<file path="config.mk">
export PLATFORM = sky130hd
export DESIGN_NAME = mdu_fifo
export DESIGN_NICKNAME = d
export VERILOG_FILES = /design/src/mdu_pkg.sv /design/src/mdu_fifo.sv
export SDC_FILE = /design/constraint.sdc
export NUM_CORES = 1
export LEC_CHECK = 0
export BUFFER_PORTS_ARGS = -buffer_cell sky130_fd_sc_hd__buf_2
export CORE_ASPECT_RATIO = 0.5
export CORE_MARGIN = 2
export CORE_UTILIZATION = 51
export DETAILED_ROUTE_END_ITERATION = 6
export GPL_ROUTABILITY_DRIVEN = 0
export PLACE_DENSITY = 0.83
export SKIP_LAST_GASP = 1
export SYNTH_ARGS = -nofsm -noshare
export SYNTH_HDL_FRONTEND = slang
export SYNTH_SLANG_ARGS = --single-unit
</file>
<file path="constraint.sdc">
create_clock -name i_clk -period 6.2 [get_ports i_clk]
set_clock_uncertainty 0.1 [all_clocks]
set_input_delay 0.62 -clock i_clk [delete_from_list [all_inputs] [get_ports i_clk]]
set_output_delay 0.62 -clock i_clk [all_outputs]
set_load 0.1 [all_outputs]
</file>
<file path="src/mdu_pkg.sv">
// mdu_pkg: shared types and constants of the multiply-divide unit
// no dependencies; used by every module of the block
`timescale 1ns / 1ps
`default_nettype none
package mdu_pkg;
    localparam int unsigned W = 64;
    localparam logic [W-1:0] ALL_ONES = '1;
    localparam logic ACT_UNSIGNED = 1'b0;
    localparam logic ACT_SIGNED = 1'b1;

    typedef struct packed {
        logic         action;
        logic         neg;
        logic [W-1:0] ma;
        logic [W-1:0] mb;
        logic [W-1:0] mc;
    } t_job;
endpackage
`default_nettype wire

</file>
<file path="src/mdu_fifo.sv">
// mdu_fifo: short job queue between front and back
// depends on mdu_pkg
`timescale 1ns / 1ps
`default_nettype none
module mdu_fifo #(
    parameter int unsigned DEPTH = 4
) (
    input  wire logic          i_clk,
    input  wire logic          i_rst_n,
    input  wire logic          i_push,
    input  mdu_pkg::t_job      i_job,
    output logic               o_full,
    input  wire logic          i_pop,
    output logic               o_valid,
    output mdu_pkg::t_job      o_job
);
    localparam int unsigned PW = (DEPTH > 1) ? $clog2(DEPTH) : 1;
    localparam int unsigned CW = $clog2(DEPTH + 1);
    localparam logic [PW-1:0] LAST = PW'(DEPTH - 1);
    localparam logic [CW-1:0] FULLC = CW'(DEPTH);

    mdu_pkg::t_job r_mem [0:DEPTH-1];
    logic [PW-1:0] r_wr;
    logic [PW-1:0] r_rd;
    logic [CW-1:0] r_cnt;
    logic          do_push;
    logic          do_pop;

    assign o_full  = (r_cnt == FULLC);
    assign o_valid = (r_cnt != '0);
    assign o_job   = r_mem[r_rd];
    assign do_push = i_push && !o_full;
    assign do_pop  = i_pop && o_valid;

    always_ff @(posedge i_clk) begin
        if (!i_rst_n) begin
            r_wr  <= '0;
            r_rd  <= '0;
            r_cnt <= '0;
        end else begin
            if (do_push) begin
                r_wr <= (r_wr == LAST) ? '0 : r_wr + PW'(1);
            end
            if (do_pop) begin
                r_rd <= (r_rd == LAST) ? '0 : r_rd + PW'(1);
            end
            r_cnt <= r_cnt + CW'(do_push) - CW'(do_pop);
        end
    end

    always_ff @(posedge i_clk) begin
        if (do_push) begin
            r_mem[r_wr] <= i_job;
        end
    end

    a_cnt_bound: assert property (@(posedge i_clk) disable iff (!i_rst_n)
        r_cnt <= FULLC) else $error("queue count beyond depth");
endmodule
`default_nettype wire

</file>
---- Word level (Yosys, flattened, before mapping) ----
Memory sizes are Yosys's and may differ from the RTL's. A register that Yosys moved wholly into a read port is not among the register bits.
Cells that the tools add are included.
cells by class
  reductions and logical operators ........ 4
  equal/unequal tests ..................... 3
  add/subtract/negate cells ............... 4
  muxes and demuxes ....................... 6
operators by type and width
  operator                                      number
  two-way mux 2 bit                             4
  adder 2 x 1 -> 2 bit (second input constant)  2
  equality test 2 bit (second input constant)   2
  adder 3 x 1 -> 3 bit                          1
  equality test 3 bit (second input constant)   1
  nonzero test 3 bit                            1
  subtractor 3 x 1 -> 3 bit                     1
  logical AND 1 bit                             2
  two-way mux 1 bit                             2
  logical NOT 1 bit                             1
word-level totals
  memory bits (writable) .................. 776
  memories kept ........................... 1
  logic and storage cells ................. 21
  output and inout bits ................... 196
  input port bits ......................... 198
  register bits after elaboration ......... 7
memories
  memory  depth  width  read ports  clocked after Yosys merged registers in  wr ports  line            RTL
  r_mem   4      194    1           1                                        1         mdu_fifo.sv:22  mdu_pkg::t_job r_mem [0:DEPTH-1];

---- Depth between registers and ports, before layout ----
  word-level depth ........................ 5
  depth in mapped cells ................... 12
  mapped depth without buffers ............ 11

---- Worst setup path after synthesis ----
Ideal clock, no wire load.
  kind .................................... register to register
  start point ............................. register r_cnt[1]
  end point ............................... memory r_mem[1][0] (netlist name), enable pin
  slack ................................... -0.201 ns
  library setup time ...................... 0.578 ns
  cell stages (with the launch flop) ...... 5
  clock period less this slack ............ 6.401 ns
  path buffers ............................ 1
  required time ........................... 5.522 ns
  arrival time ............................ 5.723 ns
  cells stage by stage .................... dfxtp_1 > nor3b_1 > nor2b_1 > clkbuf_1 > and2_1
between the ends
  cells in the longest elaborated chain, start to end .. 5
ends and longest elaborated chain
  what                                     line            RTL
  from (decl)                              mdu_fifo.sv:25  logic [CW-1:0] r_cnt;
  from (signal assigned)                   mdu_fifo.sv:47  r_cnt <= r_cnt + CW'(do_push) - CW'(do_pop);
  equality test 3 bit                      mdu_fifo.sv:29  assign o_full = (r_cnt == FULLC);
  named net o_full                         mdu_fifo.sv:12  output logic o_full,
  logical NOT 1 bit                        mdu_fifo.sv:32  assign do_push = i_push && !o_full;
  logical AND 1 bit                        mdu_fifo.sv:32
  two-way mux 1 bit                        mdu_fifo.sv:52  if (do_push) begin
  two-way mux 1 bit (implied by the code)  mdu_fifo.sv:53  r_mem[r_wr] <= i_job;
  to (decl)                                mdu_fifo.sv:22
The timed path passes the listed nets, and every way through them passes these cells.

==> results.cfg <==
[run_status]
status = finished, final reports clean

[pwr]
vdd_drop_max_uv = 295.5
power.share.clock_pct = 23.8
p_per_area_nw_per_um2 = 516.5
p_leak_nw = 11.01
internal-power_mw = 9.877
seq_power_share_pct = 38.6
combPwrFrac_pct = 37.6
sw_frac_of_total_pct = 42.82
switchingPower_mw = 7.395

[worst_setup_path]
worstPathArrival_ps = 3160
r2r_start = r_cnt[1]
critPathCaptureType = primary output
cp_max_fo = 61
r2r_setup_slack_ps = 3180
rr_endpoint = r_mem[3][129]
rr_worst_depth = 4
start_kind = flip-flop
path_class = flip-flop to primary output
worstPathRequired_ps = 5480

[synthesis]
seq_area_frac_synth_pct = 82.45
syn_inst = 1066
ys_types = 20
syn_area_per_cell_um2 = 26.72
ys_ff_latch = 785
synth_area_um2 = 28480
synthesis.nets = 1272
synth_warnings = 0

[clock_network]
cts_buffers = 67
clock-sinks = 785
h-tree-depth = 3
cts_hold_buf = 0
postCtsSetupBuffers = 0
cts-root-buf = clkbuf_16
clock_latency_ps = 610
cts_tree = done
cts_buffer_depth = 3
cts.clk_slew.worst_paths_ps = 80
cts_resized = 0

[floorplanning]
die_w_um = 338.2
die_area_um2 = 57870
coreArea_um2 = 55330
initial_core_util_pct = 51.47
pin_count = 394
num_rows = 61
die_y_um = 171.1

[timing]
max_slew_margin_pct = 31.96
worst_pin_slew_ps = 1021
finalMaxSlewViolations = 0
setup_violations = 0
min_period_ps = 3878
fin_crit_sh_pct = 62.56
final.setup.tns_ps = 0
timing.fmax_ghz = 0.2578
hold_viol_final = 0
grt_setup_unrepaired = no
whs_ps = 118.8

[final_layout]
fin_nets = 1703
drive_gt1_share_pct = 45.26
area_growth_pct = 17.41

[placed_design]
place_hpwl_um = 36970
numPortBuffers = 393

[global_route]
grtUsageMet3_pct = 3.333
grt_busiest_layer = met2
met1_usage_pct = 24.90
antenna_found_initial = 31
grt_use_total_pct = 22.17
grt_pass1_vias = 14080
grt_max_degree = 144
grt_first_pass_wirelength_um = 93150
grt.met2_usage_pct = 39.11
grt-ovfl-total = 0

[drt]
dr.pass1.iters = 5
drtAntennaViolNets = 0
drc = 0
num_vias = 13860
post_drt_wl_per_cell_um = 29.12
finalWirelength_um = 68140
drt-initial-drc-count = 1617
vias_per_cell = 5.925

[hold_path]
worstHoldPathType = input port to flip-flop
worstHoldPathCells = 1
hold_start = i_job[91]
holdPathEnd = r_mem[3][91]

[job]
drv_cap = 0
==> registers in the layout, summed over array words and instances (netlist names), named ones only <==
register / flops
r_mem: 776
r_wr: 2
r_rd: 2
r_cnt: 3
==> routing by layer <==
metal / vias up / part of all wire, %
met3: 220 / 5.5
met4: 0 / 7.4
li1: 5527 / -
met1: 7316 / 33
met5: - / 0
met2: 801 / 55
==> worst max path at each step <==
stage              start           to  slack [ps]  depth (start not counted)
3_3_place_gp   flip-flop    o_job[57]        3010                          3
6_report       flip-flop   o_job[180]        2320                          3
3_5_place_dp   flip-flop    o_job[75]        2970                          3
5_1_grt        flip-flop    o_job[29]        2260                          3
4_1_cts        flip-flop    o_job[88]        2300                          3
2_1_floorplan   r_cnt[1]  r_mem[0][0]        1260                          4
==> worst max-delay path, stage by stage (launching register included) <==
cell     delay [ps]
dfxtp_4         970
buf_4           710
mux4_2          360
buf_2           450
==> cells in the final DEF (no fill, tap or decap), types with 3 or more instances in the layout <==
| master | netlist | routed |
|---|---|---|
| buf_4 | 0 | 7 |
| dfxtp_1 | 9 | 7 |
| clkbuf_1 | 6 | 17 |
| buf_12 | 0 | 8 |
| and2_4 | 0 | 4 |
| buf_2 | 21 | 393 |
| mux4_2 | 194 | 194 |
| clkinv_1 | 0 | 11 |
| edfxtp_1 | 776 | 776 |
| clkbuf_16 | 0 | 68 |
| inv_1 | 6 | 6 |
| clkinvlp_4 | 0 | 3 |
| ha_1 | 7 | 7 |
| inv_6 | 0 | 5 |
| nand2_1 | 6 | 6 |
| diode_2 | 0 | 35 |
| clkinv_8 | 0 | 3 |
| bufinv_16 | 0 | 3 |
| clkinv_2 | 0 | 10 |
==> cell type report <==
cell class / count / area, µm²
antenna: 35 / 87.58
clock buffer: 85 / 1765
clock inverter: 36 / 305.3
fill: 3566 / 21890
inverter: 6 / 22.52
multi-input combinational: 229 / 4646
sequential: 785 / 23490
tap: 756 / 945.9
timing repair buffer: 408 / 2180
==> power by group through the flow <==
stage          combinational [mW]  clock [mW]  sequential (mW)
2_1_floorplan                5.49           0             6.68
3_3_place_gp                 6.40           0             6.70
3_5_place_dp                 6.44           0             6.75
4_1_cts                      6.50        4.13             6.66
5_1_grt                      6.63        4.33             6.70
6_report                     6.49        4.11             6.67
==> stage by stage <==
stage | total power [mW] | utilization (%) | area [µm²] | std cells | worst slack [ps]
after floorplan | 12.17 | - | 28490 | 1066 | 1262
after global placement | 13.11 | 56.54 | 31280 | 2184 | 3007
after detailed placement | 13.18 | 56.54 | 31280 | 2184 | 2972
after CTS | 17.29 | 60.28 | 33350 | 2305 | 2300
after global routing | 17.66 | 60.43 | 33440 | 2338 | 2261
final | 17.27 | 60.44 | 33440 | 2340 | 2322
==> logic make-up (layout without fill, tap and decap cells) <==
family | after synthesis | after routing | synth area share, %
DFF | 785 | 785 | 82.45
adders and majority gates | 8 | 8 | 0.3778
AOI/OAI and AO/OA | 3 | 3 | 0.06151
xor gates and xnor gates | 2 | 2 | 0.06151
buffers and inverters | 52 | 535 | 1.278
and+or+nand+nor | 20 | 20 | 0.3646
other | 0 | 35 | 0
muxes | 196 | 196 | 15.41
==> cell usage after synthesis <==
master,n,share of area [%]
edfxtp_1,776,82
mux4_2,194,15
buf_2,21,0.37
buf_6,19,0.75
dfxtp_1,9,0.63
ha_1,7,0.31
and2_1,6,0.13
clkbuf_1,6,0.079
inv_1,6,0.079
nand2_1,6,0.079
mux2i_1,2,0.070
nand3_1,2,0.035
nor2_1,2,0.026
nor2b_1,2,0.044
o21ai_0,2,0.035
xnor2_1,2,0.062
fa_1,1,0.070
nor3b_1,1,0.026
o31ai_1,1,0.026
or3_1,1,0.022
(Power assumes the default switching activity.)
