[src/mdu_pkg.sv]
// mdu_pkg: shared types and constants of the multiply-divide unit
// no dependencies; used by every module of the block
`timescale 1ns / 1ps
`default_nettype none
package mdu_pkg;
    localparam int unsigned W = 64;
    localparam logic [W-1:0] ALL_ONES = '1;
    localparam logic ACT_UNSIGNED = 1'b0;
    localparam logic ACT_SIGNED = 1'b1;

    typedef struct packed {
        logic         action;
        logic         neg;
        logic [W-1:0] ma;
        logic [W-1:0] mb;
        logic [W-1:0] mc;
    } t_job;
endpackage
`default_nettype wire

[src/mdu_front.sv]
// mdu_front: input register, operand classification into magnitudes and sign
// depends on mdu_pkg
`timescale 1ns / 1ps
`default_nettype none
module mdu_front (
    input  wire logic         i_clk,
    input  wire logic         i_rst_n,
    input  wire logic         i_valid,
    output logic              o_ready,
    input  wire logic         i_action,
    input  wire logic [63:0]  i_a,
    input  wire logic [63:0]  i_b,
    input  wire logic [63:0]  i_c,
    output logic              o_valid,
    input  wire logic         i_ready,
    output mdu_pkg::t_job     o_job
);
    logic          r_valid;
    mdu_pkg::t_job r_job;
    mdu_pkg::t_job n_job;

    assign o_ready = !r_valid || i_ready;
    assign o_valid = r_valid;
    assign o_job   = r_job;

    always_comb begin
        n_job.action = i_action;
        if (i_action == mdu_pkg::ACT_SIGNED) begin
            n_job.ma  = i_a[63] ? (~i_a + 64'd1) : i_a;
            n_job.mb  = i_b[63] ? (~i_b + 64'd1) : i_b;
            n_job.mc  = i_c[63] ? (~i_c + 64'd1) : i_c;
            n_job.neg = i_a[63] ^ i_b[63] ^ i_c[63];
        end else begin
            n_job.ma  = i_a;
            n_job.mb  = {32'd0, i_b[31:0]};
            n_job.mc  = {32'd0, i_c[31:0]};
            n_job.neg = 1'b0;
        end
    end

    always_ff @(posedge i_clk) begin
        if (!i_rst_n) begin
            r_valid <= 1'b0;
        end else if (o_ready) begin
            r_valid <= i_valid;
        end
    end

    always_ff @(posedge i_clk) begin
        if (o_ready && i_valid) begin
            r_job <= n_job;
        end
    end
endmodule
`default_nettype wire

[config.mk]
export PLATFORM = sky130hd
export DESIGN_NAME = mdu_front
export DESIGN_NICKNAME = d
export VERILOG_FILES = /design/src/mdu_pkg.sv /design/src/mdu_front.sv
export SDC_FILE = /design/constraint.sdc
export NUM_CORES = 1
export LEC_CHECK = 0
export ABC_AREA = 1
export BUFFER_PORTS_ARGS = -buffer_cell sky130_fd_sc_hd__buf_2
export CAP_MARGIN = 10
export CORE_MARGIN = 2
export CORE_UTILIZATION = 57
export DETAILED_ROUTE_END_ITERATION = 6
export PLACE_DENSITY = 0.87
export SLEW_MARGIN = 0
export SYNTH_ARGS = -nofsm -noshare
export SYNTH_HDL_FRONTEND = slang
export SYNTH_SLANG_ARGS = --single-unit
[constraint.sdc]
create_clock -name i_clk -period 38.9 [get_ports i_clk]
set_clock_uncertainty 0.2 [all_clocks]
set_input_delay 7.78 -clock i_clk [delete_from_list [all_inputs] [get_ports i_clk]]
set_output_delay 7.78 -clock i_clk [all_outputs]
set_load 0.005 [all_outputs]
-- Word level (Yosys, flattened, before mapping)
Index checks and enable logic that the tools add are counted.
- add/sub/neg operators: 3
- mux-type cells: 4
- bitwise gates (word level): 5
- reductions and logical operators: 5
- operators by type and width (operator ; number):
    64-bit by 1-bit adder with 64-bit output (second input constant) ; 3
    192-bit two-way mux ; 1
    64-bit two-way mux ; 3
    64-bit NOT ; 3
    2-bit AND reduction ; 2
    1-bit XOR ; 2
    1-bit logical AND ; 1
    1-bit zero test ; 1
    1-bit logical OR ; 1
- register bits: 195
- input port bits: 197
- output and inout port bits: 196

-- Logic depth before layout (Yosys ltp)
Gate-level depths: netlist of the first run.
- depth after elaboration: 4
- depth in mapped cells: 12

-- Worst setup path before layout of the first run
Ideal clock, no wire load.
- kind: in2reg
- from: input i_valid
- to: register r_job, in the netlist o_job[0], enable pin
- library setup time: 0.812 ns
- data arrival time: 17.132 ns
- data required time: 37.888 ns
- slack: 20.756 ns
- stages: 2
- path buffers: 0
- cell sequence: inv_1 -> a21oi_1
- cells in the longest elaborated chain, start to end: 1
- RTL lines (what ; RTL line ; source):
    start, declared ; mdu_front.sv:8 ; input wire logic i_valid,
    1-bit logical AND ; mdu_front.sv:50 ; if (o_ready && i_valid) begin
    end signal, assigned ; mdu_front.sv:51 ; r_job <= n_job;
    end, declared ; mdu_front.sv:19 ; mdu_pkg::t_job r_job;
Every way passes these cells.
A chain may end at the register's enable or synchronous reset.

-- Worst setup path after layout of the first run
- from: input i_ready
- to: output o_ready
- cells in the longest elaborated chain, start to end: 1
- RTL lines (what ; RTL line ; source):
    start, declared ; mdu_front.sv:15 ; input wire logic i_ready,
    1-bit logical OR ; mdu_front.sv:22 ; assign o_ready = !r_valid || i_ready;
    end, declared ; mdu_front.sv:9 ; output logic o_ready,
Every way passes these cells.

==> results of run 1 <==
-- worst max-delay path: stages --
cell and delay (ns):
buf_2 0.09, inv_1 0.09, nand2_1 0.07, buf_2 0.13
-- per-stage QoR --
stage / worst slack (ns) / std cells / instance area (um^2) / total power [mW] / util
final: 22.75 / 2396 / 15700 / 0.537 / 0.700
after CTS: 22.75 / 2393 / 15700 / 0.536 / 0.700
after global routing: 22.70 / 2396 / 15700 / 0.555 / 0.700
after global placement: 22.75 / 2361 / 15100 / 0.359 / 0.674
after floorplan: 20.76 / 1710 / 12900 / 0.318 / -
after detailed placement: 22.75 / 2361 / 15100 / 0.361 / 0.674
-- synth_stat cells, types with 4 or more instances --
master | number | area share
xor2_1 | 73 | 0.050
nor2_4 | 14 | 0.012
inv_1 | 227 | 0.066
o21ai_0 | 55 | 0.021
nor2_1 | 364 | 0.11
nor3_1 | 11 | 0.0043
xnor2_1 | 24 | 0.016
nand4_1 | 25 | 0.012
o21ai_1 | 17 | 0.0066
nor2_2 | 25 | 0.012
clkbuf_1 | 7 | 0.0020
buf_2 | 14 | 0.0054
a31oi_1 | 6 | 0.0029
nand2_2 | 28 | 0.014
a21oi_1 | 60 | 0.023
buf_1 | 6 | 0.0017
inv_2 | 5 | 0.0015
o21ai_2 | 4 | 0.0027
nand3b_1 | 4 | 0.0023
nand2_1 | 395 | 0.12
edfxtp_1 | 194 | 0.45
nand3_1 | 124 | 0.048
-- final timing paths --
| kind | slack [ns] | depth (start not counted) | from | to |
|---|---|---|---|---|
| worst max-delay path | 22.75 | 4 | i_ready | o_ready |
| worst min-delay path | 0.37 | 2 | o_valid | o_valid |
| worst max register to register | 36.90 | 2 | o_valid | o_job[2] |
| worst min register to register | 0.37 | 2 | o_valid | o_valid |
-- power by group through the flow --
stage	combinational, mW	clock (mW)	sequential, mW
after floorplan	0.0495	0	0.268
after global placement	0.0975	0	0.261
after detailed placement	0.0995	0	0.262
after CTS	0.100	0.179	0.257
after global routing	0.111	0.185	0.259
final	0.102	0.178	0.257
-- layout make-up --
cell class	instances	area (um^2)	area share
clock inverter	12	114	0.00725
multi-input combinational	1254	6050	0.385
antenna	3	7.51	0.000478
clock buffer	20	467	0.0297
timing repair buffer	395	2000	0.127
sequential	195	5850	0.372
tap	285	357	0.0227
inverter	232	871	0.0554
-- kinds of logic (layout without fill, tap and decap cells) --
logic type / after synthesis / count (layout) / synth area share
other: 0 / 3 / 0
AO/OA/AOI/OAI: 148 / 148 / 0.0617
buffers and inverters: 261 / 659 / 0.0780
AND/OR/NAND/NOR: 1006 / 1006 / 0.338
adder cells (fa/ha/maj): 3 / 3 / 0.00291
flip-flops: 195 / 195 / 0.454
XOR/XNOR: 97 / 97 / 0.0659
-- routing by layer --
| layer | vias up | GRT usage |
|---|---|---|
| met4 | 2 | 0.138 |
| met2 | 763 | 0.568 |
| met3 | 115 | 0.0530 |
| met1 | 5971 | 0.463 |
| li1 | 6268 | - |
| met5 | - | 0 |
-- sequential cells by signal, summed over array words and instances (netlist names) --
name     flops
o_valid      1
o_job      194
==> impl_results.md, run 1 <==
- Crit path DAT: 8.17 ns
- Commonest non-fill, non-tap cell in the layout: nand2_1
- Row cnt: 55
- Worst-margin pin slew: around 1.1 ns
- Routed Antenna Nets: 0
- Synth async-reset ratio: 0
- CTS buffer count: 17
- Remaining global-route overflow: 0
- Clk_lat worst skew: 0.45 ns
- Max-Cap Viols: 0
- # port buffers: 392
- Via density: roughly 5.5
- Sw frac: 0.294
- Die width: 154 um
- Clk sinks: slightly below 200
- Status: finished, final reports clean
- Yosys reg bits: 195
- Clock power share: 0.332
- Fin. Hold Viols: 0
- Share of layout cells above drive strength 1: 0.246
- Comb pwr share: 0.189
- # DRC: 0
- Post-synthesis sequential area ratio: 0.454
- CTS max path bufs: 2
- Initial antenna violation count: 4
- Pre-Repair DR Iteration Count: 7
- Vias in the first global route: 12200
- Core ar.: 0.0224 mm^2
- Setup TNS: 0 ns
- Ports: ~400
- DIE AREA: 0.0238 mm^2
- Postcts setup bufs: 0
- H-tree depth: 4
- Fillcell total: between 1500 and 2000
- Clk pin slew, worst setup/hold paths: ~0.080 ns
- Final Setup Violations: 0
- Crit Path Max Fanout: 2
- Height of the chip: 154 um
- Starting Density: 0.574
- Hold Crit Class: reg2reg
- Syn Inst Count: 1710
- Via Count: roughly 13000
- Net Sw Power: 158 uW
- Area growth syn-to-layout: 21.9%
- Static Leak: 7.19 nW
- Met2 WL post-DR: 19.6 mm
- Hpwl dp: between 30 and 40 mm
- Final worst-path cycle share: 0.415
- M1 WL: 16.6 mm
- Setup crit start kind: input pin
- Clock root buffer: clkbuf_16
- Top layer in use: met5
- Avg Inst Size Synth: 7.54 um^2
- Hold WS: 0.365 ns
- P_int: approximately 380 uW
- Synthesis Warnings: 0
- Post-synth EDFFs: 194
- CTS tree: done
- Gpl congestion: around 0.96
- Unrepaired setup endpoints after global routing: false
- VDD IR max: between 20 and 30 uV
- Metal3 WL: 4.07 mm
- Critical Path Sink Type: output port
- Clock period minus worst slack: 16.15 ns
- GRT Total Usage: 0.345
- Synth unique cells: 40
- Most frequent cells in the layout: 395 x nand2_1, 392 x buf_2, 364 x nor2_1
- Worst setup path category: in2out
- Post-synthesis net count: approximately 1900
- Largest net degree at the start of global routing: between 150 and 200
- Initial DRC count: 1313
- CTS resizes: 0
- FMAX: 61.9 MHz
- Total Routed Length: 42.0 mm
- Wire length per cell: 17.5 um
- Nets@finish: 2295
- Post-CTS Hold Buffers: 0
- Slew headroom: 0.298
- Sequential power share: 0.479
- Pwr/cell area: 34.2 mW/mm^2
- First-pass GRT wire length: approximately 64 mm
- Final max-slew violation count: 0
- CP required: 30.92 ns
- Post-synthesis cell area: roughly 0.013 mm^2
- Post-synth top flop: edfxtp_1
Power figures use the tool's default switching activity.
==> run 2, diff against run 1 <==
--- a/config.mk
+++ b/config.mk
@@ -9,9 +9,9 @@
 export BUFFER_PORTS_ARGS = -buffer_cell sky130_fd_sc_hd__buf_2
 export CAP_MARGIN = 10
 export CORE_MARGIN = 2
-export CORE_UTILIZATION = 57
+export CORE_UTILIZATION = 53
 export DETAILED_ROUTE_END_ITERATION = 6
-export PLACE_DENSITY = 0.87
+export PLACE_DENSITY = 0.82
 export SLEW_MARGIN = 0
 export SYNTH_ARGS = -nofsm -noshare
 export SYNTH_HDL_FRONTEND = slang
==> constraint.sdc (replaced) <==
create_clock -name i_clk -period 15.48 [get_ports i_clk]
set_clock_uncertainty 0.2 [all_clocks]
set_input_delay 3.096 -clock i_clk [delete_from_list [all_inputs] [get_ports i_clk]]
set_output_delay 3.096 -clock i_clk [all_outputs]
set_load 0.005 [all_outputs]
==> run 2 against run 1 <==
  * Sequential share of layout area shrank 0.086 points
  * Cell area rose by 0.23%
  * Worst setup slack worse by 14 ns
  * Utilization fell by 4.7 points
  * Largest cell class unchanged
  * Global-route usage shrank 3.1 points
  * Critical path depth did not move
  * Die area increased by 7.3%
  * Critical endpoint unchanged
  * Register-to-register slack got worse by 23 ns
  * Clock power rose by 150%
  * Combinational power grew 150%
  * Sequential cell count unchanged
==> impl_results.md, run 2 (same netlist as run 1, synthesis figures left out) <==
- Status: finished, final reports clean
- Row cnt: 57 (+3.6%)
- Die width: 160 um (+3.6%)
- Pre-Repair DR Iteration Count: 6 (-1)
- Dpl cell area: 0.0152 mm^2 (+0.27%)
- Commonest non-fill, non-tap cell in the layout: nand2_1
- CTS max path bufs: 2 (unchanged)
- First-pass GRT wire length: 62.7 mm (-2.4%)
- Finished Layout Cells: 2435 (+1.6%)
- Crit Path Max Fanout: 2 (unchanged)
- # DRC: 0 (unchanged)
- Wire length per cell: 16.7 um (-4.5%)
- Postcts setup bufs: 0 (unchanged)
- Initial DRC count: 1320 (+0.53%)
- Nets@finish: 2294 (-0.044%)
- Hpwl dp: 32.0 mm (-3.0%)
- Clk_lat worst skew: 0.44 ns (about the same)
- VDD IR max: 67.6 uV (+150%)
- Clock root buffer: clkbuf_16
- Clock period minus worst slack: slightly below 7 ns
- Largest register FFs: 194 (unchanged)
- Via density: 5.29 (-3.4%)
- Height of the chip: 160 um (+3.6%)
- Ports: 393 (unchanged)
- Critical Path Sink Type: output port
- Post-CTS Hold Buffers: 0 (unchanged)
- CP required: 12.18 ns (-18.74 ns)
- Final Setup Violations: 0 (unchanged)
- Slew headroom: 0.292 (-0.00595)
- Starting Density: 0.535 (-0.0398)
- Unrepaired setup endpoints after global routing: false
- Hold Crit Class: reg2reg
- Initial antenna violation count: 5 (+1)
- Pwr/cell area: 85.1 mW/mm^2 (+150%)
- # port buffers: 392 (unchanged)
- Clk pin slew, worst setup/hold paths: 0.08 ns (about the same)
- Post-route cell area: 0.0157 mm^2 (+0.23%)
- Worst-margin pin slew: 1.06 ns (+0.00892 ns)
- Remaining global-route overflow: 0 (unchanged)
- Final max-slew violation count: 0 (unchanged)
- Post-Place Cells: 2399 (+1.6%)
- Gpl congestion: 0.968 (+0.62%)
- Total Routed Length: 40.7 mm (-3.0%)
- CTS buffer count: 17 (unchanged)
- Largest net degree at the start of global routing: 195 (unchanged)
- Clk sinks: 195 (unchanged)
- Core ar.: 0.0241 mm^2 (+7.5%)
- CTS resizes: 0 (unchanged)
- Setup crit start kind: input pin
- Final worst-path cycle share: 0.438
- Share of layout cells above drive strength 1: 0.245 (-0.000358)
- Crit path DAT: 3.49 ns (-4.68 ns)
- DIE AREA: 0.0256 mm^2 (+7.3%)
- Routed Antenna Nets: 0 (unchanged)
- Vias in the first global route: 12200 (-0.11%)
- Fin. Hold Viols: 0 (unchanged)
- Worst setup path category: in2out
- H-tree depth: 4 (unchanged)
- GRT Total Usage: 0.314 (-0.0315)
- Area growth syn-to-layout: 22.2%
- Setup TNS: 0 ns (unchanged)
- FMAX: approximately 150 MHz
- CTS tree: done
- Max-Cap Viols: 0 (unchanged)
- Via Count: 12900 (-1.8%)
- Most frequent cells in the layout: 395 x nand2_1, 392 x buf_2, 364 x nor2_1
- Static Leak: 7.18 nW (-0.15%)
==> run 2: cell types whose count changed in the layout (fill, tap and decap cells not counted) <==
cell and delta:
buf_4 -1, clkbuf_8 -1, clkinv_2 +1, clkinvlp_4 +1, diode_2 +1, inv_6 -2
inv_8 +1
==> run 2: power breakdown <==
part           total [mW]  switching (mW)  internal, mW  leakage (nW)
Sequential          0.647          0.0115         0.635          1.91
Clock               0.441           0.221         0.221         0.282
Combinational       0.252           0.161        0.0913          4.99
Total                1.34           0.393         0.947          7.18
==> run 2: layer usage <==
metal / wire, um / GRT usage
met5: 0 / 0
met4: 1670 / 0.134
met3: 3510 / 0.0538
met2: 18900 / 0.518
met1: 16700 / 0.410
==> run 2: worst max-delay path: stages <==
cell and delay [ns]:
buf_2 0.10, inv_1 0.10, nand2_1 0.07, buf_2 0.13
==> run 2: stage by stage <==
step / setup slack [ns] / total power [mW] / util / hold slack (ns)
floorplan: 2.02 / 0.798 / - / 0.323
finish: 8.70 / 1.34 / 0.653 / 0.353
global placement: 8.69 / 0.901 / 0.629 / 0.337
global route: 8.64 / 1.39 / 0.653 / 0.412
detailed placement: 8.70 / 0.907 / 0.629 / 0.350
CTS: 8.70 / 1.34 / 0.653 / 0.360
==> run 2: final timing paths <==
path                               from        to  slack (ns)  depth (start not counted)
worst max-delay path            i_ready   o_ready        8.70                          4
worst min-delay path            o_valid   o_valid        0.35                          2
worst max register to register  o_valid  o_job[4]       13.49                          2
worst min register to register  o_valid   o_valid        0.35                          2
==> run 2: layout make-up <==
| cell class | instances | area [um^2] |
|---|---|---|
| Fill cell | 2144 | 8360 |
| Multi-Input combinational cell | 1254 | 6050 |
| Sequential cell | 195 | 5850 |
| Timing Repair Buffer | 394 | 1990 |
| Inverter | 232 | 871 |
| Clock buffer | 19 | 453 |
| Tap cell | 324 | 405 |
| Clock inverter | 13 | 120 |
| Antenna cell | 4 | 10.0 |
